### src/rtl/text_console_char_handler_defines.svh
// Assertion helpers shared by the console RTL.
`ifndef TEXT_CONSOLE_CHAR_HANDLER_DEFINES_SVH
`define TEXT_CONSOLE_CHAR_HANDLER_DEFINES_SVH

// Same-cycle implication, disabled during reset.
`define TCC_ASSERT_IMP(lbl, ck, rs, ante, cons, msg) \
  lbl: assert property (@(posedge ck) disable iff (rs) (ante) |-> (cons)) else $error(msg);

// Next-cycle implication, disabled during reset.
`define TCC_ASSERT_NXT(lbl, ck, rs, ante, cons, msg) \
  lbl: assert property (@(posedge ck) disable iff (rs) (ante) |=> (cons)) else $error(msg);

`endif

### src/rtl/tcc_pkg.sv
package tcc_pkg;

  localparam int MAX_COLS  = 128;
  localparam int MAX_ROWS  = 64;
  localparam int COL_W     = $clog2(MAX_COLS);
  localparam int ROW_W     = $clog2(MAX_ROWS);
  localparam int ADDR_W    = COL_W + ROW_W;
  localparam int SH_W      = 2 * ROW_W;
  localparam int STEP_W    = $clog2(ROW_W + 1);

  localparam int KIND_W    = 2;
  localparam int CHAR_W    = 8;
  localparam int NCOLS_W   = 8;
  localparam int NROWS_W   = 7;
  localparam int CFG_W     = 8;
  localparam int CFG_IDX_W = 1;

  localparam logic [CHAR_W-1:0] CH_BLANK = 8'h20;
  localparam logic [CHAR_W-1:0] CH_NL    = 8'd10;
  localparam logic [CHAR_W-1:0] CH_CR    = 8'd13;
  localparam logic [CHAR_W-1:0] CH_BS    = 8'd8;

  localparam logic [NCOLS_W-1:0] NUM_COLS_RST = 8'd80;
  localparam logic [NROWS_W-1:0] NUM_ROWS_RST = 7'd40;

  typedef enum logic [KIND_W-1:0] {
    KIND_TYPE  = 2'd0,
    KIND_CLEAR = 2'd1,
    KIND_READ  = 2'd2,
    KIND_NOP   = 2'd3
  } kind_t;

  typedef enum logic [CFG_IDX_W-1:0] {
    CFG_NUM_COLS = 1'b0,
    CFG_NUM_ROWS = 1'b1
  } cfg_idx_t;

  typedef enum logic [2:0] {
    S_IDLE,
    S_MOD,
    S_EXEC,
    S_SWEEP,
    S_READ
  } state_t;

  typedef struct packed {
    logic load;
    logic mod_step;
    logic exec;
    logic fill;
    logic finish;
  } cmd_t;

  typedef struct packed {
    logic out_free;
    logic mod_need;
    logic mod_last;
    logic need_fill;
    logic need_read;
    logic fill_last;
  } sts_t;

endpackage

### src/rtl/tcc_ctrl.sv
`include "text_console_char_handler_defines.svh"

module tcc_ctrl
  import tcc_pkg::*;
(
  input  logic clk,
  input  logic rst,
  input  logic req_valid,
  output logic req_ready,
  input  sts_t sts,
  output cmd_t cmd
);

  state_t state, state_next;

  always_ff @(posedge clk) begin
    if (rst) begin
      state <= S_IDLE;
    end else begin
      state <= state_next;
    end
  end

  always_comb begin
    state_next = state;
    cmd        = '0;
    req_ready  = 1'b0;
    unique case (state)
      S_IDLE: begin
        req_ready = sts.out_free;
        if (req_valid && sts.out_free) begin
          cmd.load   = 1'b1;
          state_next = sts.mod_need ? S_MOD : S_EXEC;
        end
      end
      S_MOD: begin
        cmd.mod_step = 1'b1;
        if (sts.mod_last) begin
          state_next = S_EXEC;
        end
      end
      S_EXEC: begin
        cmd.exec = 1'b1;
        if (sts.need_fill) begin
          state_next = S_SWEEP;
        end else if (sts.need_read) begin
          state_next = S_READ;
        end else begin
          cmd.finish = 1'b1;
          state_next = S_IDLE;
        end
      end
      S_SWEEP: begin
        cmd.fill = 1'b1;
        if (sts.fill_last) begin
          cmd.finish = 1'b1;
          state_next = S_IDLE;
        end
      end
      S_READ: begin
        cmd.finish = 1'b1;
        state_next = S_IDLE;
      end
      default: begin
        state_next = S_IDLE;
      end
    endcase
  end

  `TCC_ASSERT_NXT(a_accept_starts, clk, rst, state == S_IDLE && req_valid && req_ready, state == S_MOD || state == S_EXEC, "accepted request did not start")
  `TCC_ASSERT_IMP(a_sweep_entry, clk, rst, state == S_SWEEP, $past(state) == S_SWEEP || $past(state) == S_EXEC, "row sweep entered out of order")
  `TCC_ASSERT_NXT(a_finish_idle, clk, rst, cmd.finish, state == S_IDLE, "finish did not return to idle")

endmodule

### config.mk
export PLATFORM = sky130hd
export DESIGN_NAME = tcc_ctrl
export DESIGN_NICKNAME = d
export VERILOG_FILES = /design/src/rtl/tcc_pkg.sv /design/src/rtl/tcc_ctrl.sv
export VERILOG_INCLUDE_DIRS = /design/src /design/src/rtl
export SDC_FILE = /design/constraint.sdc
export NUM_CORES = 1
export LEC_CHECK = 0
export BUFFER_PORTS_ARGS = -buffer_cell sky130_fd_sc_hd__buf_2
export CAP_MARGIN = 5
export CORE_AREA = 8 8 45 47
export DETAILED_ROUTE_END_ITERATION = 6
export DIE_AREA = 0 0 53 55
export HOLD_SLACK_MARGIN = 0.03
export PLACE_DENSITY_LB_ADDON = 0.25
export SYNTH_ARGS = -nofsm -noshare
export SYNTH_HDL_FRONTEND = slang
export SYNTH_SLANG_ARGS = --single-unit
export TNS_END_PERCENT = 100
### constraint.sdc
create_clock -name clk -period 1.5 [get_ports clk]
set_input_delay 0.3 -clock clk [delete_from_list [all_inputs] [get_ports clk]]
set_output_delay 0.3 -clock clk [all_outputs]
set_load 0.1 [all_outputs]
* Word-level counts from Yosys, hierarchy flattened
Index checks and enable logic that the tools add are counted.
** Cells by class
- Reduce and logical (&&, ||, !) cells :: 3
- Mux-type cells :: 17
- Equal/unequal tests :: 7
** Operator list (number)
- $mux W3 :: 5
- $pmux W3 S4 :: 1
- $mux W1 :: 9
- $eq A3 B2 Y1 const B :: 2
- $ne A2 B2 Y1 const B :: 3
- $eq A3 B1 Y1 const B :: 1
- $eq A3 B3 Y1 const B :: 1
- $logic_not A3 Y1 :: 1
- $pmux W1 S3 :: 1
- $reduce_and A3 Y1 :: 1
- $mux W2 :: 1
- $logic_and A1 B1 Y1 :: 1
** Word-level totals
- Logic and storage cells :: 28
- Register bits :: 3
- Bits of input ports :: 9
- Output and inout bits :: 6

* Logic depth before layout (Yosys ltp)
Gate-level depths: netlist of the first run.
- Depth in word-level cells :: 3
- Depth in mapped cells :: 4
- Mapped depth without buffers :: 3

* Least setup slack after synthesis of the first run
Ideal clock, no wire load.
- Path type :: register -> output
- Start point :: register state[0]
- End point :: output cmd[4] in the netlist's numbering
- Buffers on the path :: 1
- Data arrival time :: 3.125 ns
- Setup slack :: -1.925 ns
- Cell stages (with the launch flop) :: 4
- Data required time :: 1.200 ns
- Cells stage by stage :: dfxtp_1 -> buf_2 -> nor4b_2 -> and2_1
** RTL lines
- start, declared :: line tcc_ctrl.sv:14 : state_t state, state_next;
- start signal, assigned :: line tcc_ctrl.sv:20 : state <= state_next;
- end, declared :: line tcc_ctrl.sv:11 : output cmd_t cmd

==> results by stage, run 1 <==
Run status:
- The flow ran to the end, but the final reports show violations.
- The checks that failed: negative setup slack.

Pwr:
- The reported leakage power is 0.240 nW.
- The switching power share of the total is about 42%.
- In this run, the clock network consumes ~28% of the power.
- The part of the power in combinational logic is 53.5%.
- The internal portion of the total power is just over 300 uW.
- The share of total power dissipated in sequential elements is 17.9%.
- In this run the power spent charging and discharging nets is ~220 uW.
- Across the VDD grid, the largest voltage drop is 341 uV.
- Dividing total power by cell area gives a power density of a little over 900 nW/um2.

Clock tree:
- The level count of the clock H-tree is 1.
- The cell at the root of the clock tree is clkbuf_4.
- The register clock-pin slew on the reported worst setup and hold paths is 0.04 ns.
- The buffer levels on the longest clock path is 2.
- The TritonCTS clock tree is yes.
- The number of buffers created by CTS is 3.
- The number of clock sinks is 3.
- The clock reaches the later pin of the worst-skew pair after 0.24 ns.

Worst setup path:
- The maximum net fanout on the critical path is 6.
- The worst register-to-register path begins at state[1].
- The worst setup path is of the register to primary output kind.
- The worst setup path is launched from a register.
- The buffering stage count on the worst path with inverters included is 1.
- The critical path startpoint is state[0].
- The kind of end point of the critical path is a primary output.
- On the critical path, the stage with the largest delay is an instance of dfxtp_4.
- Grouping stages by cell kind, the critical path spends the most delay in compound AO/OA/AOI/OAI gates.
- On the worst path, the slowest cell contributes a delay of 0.36 ns.
- The arrival time at the worst endpoint is around 1.3 ns.
- Setup slack on the worst reg-to-reg path comes out at 0.20 ns.
- Walking the worst path, the cells encountered are o31a_1, o21ai_4, buf_12.
- The required time of the worst setup path is 1.20 ns.

Logic synthesis:
- In this run, synthesis produced a sequential element count of 3.
- The fraction of registers with async set/reset is 0%.
- Yosys mapped a number of flops with a built-in enable equal to 0.
- The number of synthesis warnings is 0.
- Yosys attributes the largest share of cell area to dfxtp_1 23%, a2111oi_4 11%, a211o_1 6.8%, mux2_4 5.8%, nor4b_2 5.8%.
- The number of instances in the synthesized netlist is 30.
- A synthesized cell averages 8.63 um2.
- Synthesis instantiated 21 different standard cells from the library.
- For this run, the leading register cell type out of synthesis is dfxtp_1.
- When the netlist entered floorplanning its net count stood at 39.
- Of all cell types, the one taking the most synthesized area is dfxtp_1.
- The combined area of all synthesized cells is 259 um2.
- After synthesis, flip-flops and latches occupy 23.2% of the total area.
- Sorting the synthesized cells by how often they occur yields 3 x dfxtp_1, 3 x nand2_1, 3 x nor2_1.
- The area share of the largest cell type after synthesis is a little under a quarter.

GRT:
- The via count of the first global-routing pass is 348.
- Global routing consumed, over all layers together, 6.99% of the routing resources.
- The leftover overflow at the end of global routing is 0.
- The number of antenna violations at the first check in global routing was 0.
- The pin count of the biggest net entering global routing is 11.
- The first global-routing pass estimated roughly 1400 um of wire.

STA:
- Dividing the final minimum period by the clock period gives 105%.
- After layout, the worst setup slack is -0.0776 ns.
- Measured against its own limit, the worst slew margin works out to 85.3%.
- Derived from the worst setup path, the maximum achievable clock frequency is 0.634 GHz.
- Counting I/O delays and the setup requirement, the final critical path takes about 1.6 ns.
- The final max-slew violation count is 0.
- Setup repair after global routing could not meet its margin everywhere.
- Hold timing on the final database bottoms out at a slack of roughly 0.27 ns.
- The count of final hold-check violations came to 0.
- The number of endpoints failing setup at the final stage is 4.
- The transition at the pin with the smallest max-transition slack is 0.220 ns.
- For the final database, setup skew stands at 0.00676 ns.

Placed design:
- The number of instances in the placed design is between 60 and 70.
- At the end of routability-driven placement, the weighted congestion stood at roughly 0.8.
- The half-perimeter wire length of the detailed placement result is 711 um.
- Timing analysis after detailed placement gives a worst setup slack of 0.00457 ns.
- The count of buffers inserted at the top-level ports is 14.

Detailed routing:
- The iteration-0 DRC count of the detailed router is 10.
- The number of iterations in the first detailed-routing pass is 4.
- Once detail routing completed, the nets flagged for antenna violations numbered 0.
- The routed design has 927 um of wire.
- Dividing the detail-routed via count by the number of cells gives 4.49.
- The total number of vias is roughly 320.
- The routed wirelength normalized by instance count is 12.9 um.
- For this run, design rule violations remaining after detail routing come to 0.

Floorplan:
- The core region is 1380 um2.
- 15 I/O pins were placed.
- The number of placement rows is 14.
- The chip height is 55 um.
- Once the floorplan was initialized, standard cells occupied 18.7% of the core.
- The die width is 53 um.
- The floorplan step defined a die boundary enclosing 2920 um2.

Cells and area:
- Cells with a size suffix above 1 make up 67.9% of the layout.
- The final layout contains 66 nets.
- The largest registers in the layout are state: 3 flops.
- The register with the most flip-flops is state.
- The flip-flop count of the largest register after layout is 3.
- The number of antenna diodes in the final layout is 0.
- Once layout is complete, the cells apart from fillers number 72.
- From synthesis to final layout, the design area changed by 123%.

Job:
- The max-capacitance violation count is 0.

Worst hold path:
- The class of the worst hold path is input pin to register.
- The launch instance of the worst min-delay path is sts[2].
-- power groups by stage --
stage	clock, mW	combinational, mW	sequential [mW]
2_1_floorplan	0	0.174	0.0898
3_3_place_gp	0	0.250	0.0965
3_5_place_dp	0	0.251	0.0968
4_1_cts	0.151	0.268	0.0967
5_1_grt	0.160	0.291	0.0943
6_report	0.149	0.280	0.0937
-- cell type report --
class                      instances  area [um2]
inverter                           1        3.75
timing repair buffer              24         236
fill                             140         807
tap                               16        20.0
multi-input combinational         24         225
sequential                         3        65.1
clock buffer                       4        26.3
-- repair_timing --
item	CTS	global route
setup buffers	3	3
setup endpoints to repair	6	5
endpoints found under the hold margin	0	0
hold buffers	0	0
pin swaps	1	2
gates resized for setup	7	0
-- worst paths after layout --
kind,to,cells past startpoint
setup reg to reg,state[0],4
hold reg to reg,state[1],3
setup / recovery,cmd[0],3
hold / removal,state[2],2
-- cell families (layout without fill, tap and decap cells) --
group | Yosys count | count (layout) | share of synthesized area (%)
buffers and inverters | 3 | 29 | 7.73
flip-flops | 3 | 3 | 23.2
AO/OA/AOI/OAI | 9 | 9 | 32.4
multiplexers | 1 | 1 | 5.80
AND/OR/NAND/NOR | 14 | 14 | 30.9
-- layout by cell type, fill, tap and decap left out --
cell type,instances
nand2_1,3
nor4b_4,1
o211ai_1,1
buf_6,1
clkbuf_4,3
nor3_4,1
nor3b_1,1
dfxtp_2,1
o31a_1,1
a21oi_1,2
dfxtp_4,1
nor2_2,1
nand3_1,1
buf_4,8
o21ai_4,1
a2111oi_4,1
dfxtp_1,1
buf_12,6
clkbuf_1,1
nand2b_2,1
nor2_4,1
buf_2,8
clkbuf_2,1
nand2b_1,1
nor2_1,1
nor4_1,1
inv_1,1
and2_4,1
mux2_4,1
a211o_1,2
o21a_1,1
-- metal layers --
| metal | routed length [um] | global-route usage (%) |
|---|---|---|
| met1 | 424 | 7.27 |
| met2 | 451 | 10.9 |
| met3 | 51 | 2.41 |
| met4 | 0 | 6.47 |
| met5 | 0 | 0 |
-- worst register-to-register path, delay by kind of cell (launching register included) --
family	cells	cell delay, ns
AO/OA/AOI/OAI	1	0.32
flip-flops	1	0.31
multiplexers	1	0.30
buffers and inverters	2	0.27
-- metrics by stage --
step / instance area [um2] / util (%) / power, mW / TNS [ns]
finish: 577 / 41.7 / 0.522 / -0.195
global placement: 488 / 35.3 / 0.346 / 0
global route: 577 / 41.7 / 0.545 / -0.442
CTS: 557 / 40.2 / 0.515 / -0.193
detailed placement: 488 / 35.3 / 0.348 / 0
floorplan: 300 / - / 0.263 / -2.53
Power figures use the tool's default switching activity.
==> inputs of run 2 (changes only) <==
clock period = 1.62 ns   (was 1.5 ns; I/O delays follow)
==> run 2 against run 1 <==
Net effect:
- the run now ends clean
- clock skew decreased by 0.0044 ns
- largest power group unchanged
- critical path type unchanged
- sequential share of layout area increased by 1.2 points
- largest cell class is now multi-input gates
- combinational power is 15% lower
- register-to-register slack gained 0.11 ns
- count of clock-buffer cells in the layout unchanged
- setup slack better by 0.14 ns
==> results by stage, run 2 (same netlist as run 1, synthesis figures left out) <==
Clock tree:
- The level count of the clock H-tree is 1.
- The buffer levels on the longest clock path is 2.
- The cell at the root of the clock tree is clkbuf_4.
- The clock latency at the later pin of the worst-skew pair is 0.23 ns.
- The TritonCTS clock tree is yes.
- The number of buffers created by CTS is 3.
- The register clock-pin slew on the reported worst setup and hold paths is 0.04 ns.
- The number of clock sinks is 3.
- The quantity of hold-fixing buffers added after cts is 0.

Floorplan:
- In this run the horizontal extent of the chip is 53 um.
- The boundary pin count is 15.
- The placeable core region is about 1400 um2.
- The die covers 2920 um2.
- From bottom edge to top edge, the die measures 55 um.
- The initial utilization of the core area, before any placement, comes to 18.7%.
- The number of placement rows is 14.

Pwr:
- The reported leakage power is between 0.2 and 0.25 nW.
- The total power density per cell area is 861 nW/um2.
- The largest voltage drop on the vdd net is approximately 300 uV.

Detailed routing:
- In this run the remaining antenna-violating nets after routing total 0.
- The iteration-0 DRC count of the detailed router is 1.
- The total detailed-routing wirelength is 888 um.
- The remaining routing DRC violations is 0.
- The routed wirelength normalized by instance count is 13.3 um.
- The number of iterations in the first detailed-routing pass is 2.
- The number of vias per cell is 4.31.
- The total number of vias is between 200 and 300.

STA:
- For the final database, setup skew stands at about 0.0024 ns.
- The count of final hold-check violations is 0.
- The final max-slew violation count is 0.
- Adding up every negative setup slack in the final design gives 0 ns.
- The ratio of final minimum period to clock period is 96.2%.
- The number of endpoints failing setup at the final stage is 0.
- Setup repair after global routing left no endpoint under its margin.
- The top achievable clock speed is 0.641 GHz.
- The time the worst path needs with I/O delays and setup is 1.56 ns.
- Measured against its own limit, the worst slew margin works out to 84.3%.
- The worst path setup slack after routing is 0.0608 ns.
- For the pin with the worst max-slew slack, the measured transition is 0.235 ns.
- Hold timing on the final database bottoms out at a slack of 0.308 ns.

GRT:
- The first global-routing pass estimated 1460 um of wire.
- The via count of the first global-routing pass was 342.
- The number of antenna violations at the first check in global routing came to 0.
- The pin count of the biggest net entering global routing is 11.
- The leftover overflow at the end of global routing is 0.
- The global-route total usage across every layer is 6.71%.

Cells and area:
- Compared with the post-synthesis result, the final layout area differs by 105%.
- The most common cell after layout, fill and taps aside is buf_2.
- The register with the most flip-flops in the layout has 3 of them.
- The number of nets in the finished design is 61.
- In the final layout, the registers with the most flip-flops are state: 3 flops.
- The antenna diode count is 0.
- In the final layout, the share of cells above drive strength 1 is between 60% and 70%.
- In the layout the commonest cells are 9 x buf_2, 6 x buf_12, 4 x buf_4.
- After routing the design area is 531 um2.
- Counting flops per register, the top entry is state.
- Once layout is complete, the utilization of the core stands at about two fifths.

Worst hold path:
- The class of the worst hold path is input pin to register.

Placed design:
- Summed over all nets, the half-perimeter wirelength after detailed placement is 694 um.
- The placed standard-cell area is 480 um2.
- The routability-driven placement congestion ratio is roughly 0.74.
- The worst slack at placement is around 0.11 ns.
- The count of buffers inserted at the top-level ports is 14.

Worst setup path:
- The kind of end point of the critical path is a primary output.
- The critical path goes through nor4b_4, and2_4, buf_12.
- In this run the worst path has a maximum fanout of 6.
- The worst setup path is launched from a register.
- Data on the critical path is required at its endpoint by 1.30 ns.
- At the worst endpoint, the arrival time is ~1.2 ns.
- The critical-path cell with the highest stage delay is dfxtp_4.
- The slack of the worst reg-to-reg path is about 0.31 ns.
- The delay of the slowest critical-path stage is 0.36 ns.
- The largest delay contributor family on the critical path is simple AND/OR/NAND/NOR gates.
- The class of the most critical setup path is register to primary output.
- Counting both buffers and inverters, the worst setup path holds a total of 1.

Job:
- The max-capacitance violation count is 0.

Run status:
- The run finished with clean final reports.
run 2: changes by cell type in the layout (fill, tap and decap cells not counted):
cell | previous run | this run
buf_2 | 8 | 9
buf_4 | 8 | 4
buf_6 | 1 | 0
clkbuf_2 | 1 | 0
dfxtp_1 | 1 | 0
dfxtp_2 | 1 | 2
nor3_2 | 0 | 1
nor3_4 | 1 | 0
run 2: what timing repair did:
item                                    4_1_cts  5_1_grt
gates resized for setup                       7        0
buffers inserted                              2        1
endpoints found under the setup margin        6        3
pin swaps                                     2        2
run 2: per-layer routing:
layer | vias to the layer above | routed length [um] | global-route usage (%)
met2 | 8 | 424 | 9.96
li1 | 152 | - | -
met1 | 129 | 411 | 7.42
met5 | - | 0 | 0
met4 | 0 | 0 | 3.88
met3 | 0 | 52 | 3.74
run 2: area by class of cell:
class,count,area [um2]
flip-flops and latches,3,66.3
clock buffers,4,26.3
multi-input cells,24,219
repair buffers,19,195
well taps,16,20.0
fillers,145,853
inverters,1,3.75
run 2: worst paths after layout:
check	start	end	cells past startpoint
hold reg to reg	state[2]	state[0]	1
setup reg to reg	state[1]	state[0]	3
hold / removal	sts[2]	state[2]	2
setup / recovery	state[0]	cmd[4]	3
run 2: per-stage QoR:
| step | cells | power [mW] |
|---|---|---|
| 2_1_floorplan | 30 | 0.244 |
| 3_3_place_gp | 61 | 0.322 |
| 3_5_place_dp | 61 | 0.321 |
| 4_1_cts | 67 | 0.468 |
| 5_1_grt | 67 | 0.483 |
| 6_report | 67 | 0.457 |
run 2: where the power goes:
| group | leakage (nW) | internal [mW] | total (mW) | switching, mW |
|---|---|---|---|---|
| Combinational | 0.177 | 0.0974 | 0.238 | 0.140 |
| Sequential | 0.0261 | 0.0800 | 0.0903 | 0.0102 |
| Clock | 0.0150 | 0.0922 | 0.129 | 0.0366 |
| Total | 0.218 | 0.270 | 0.457 | 0.187 |
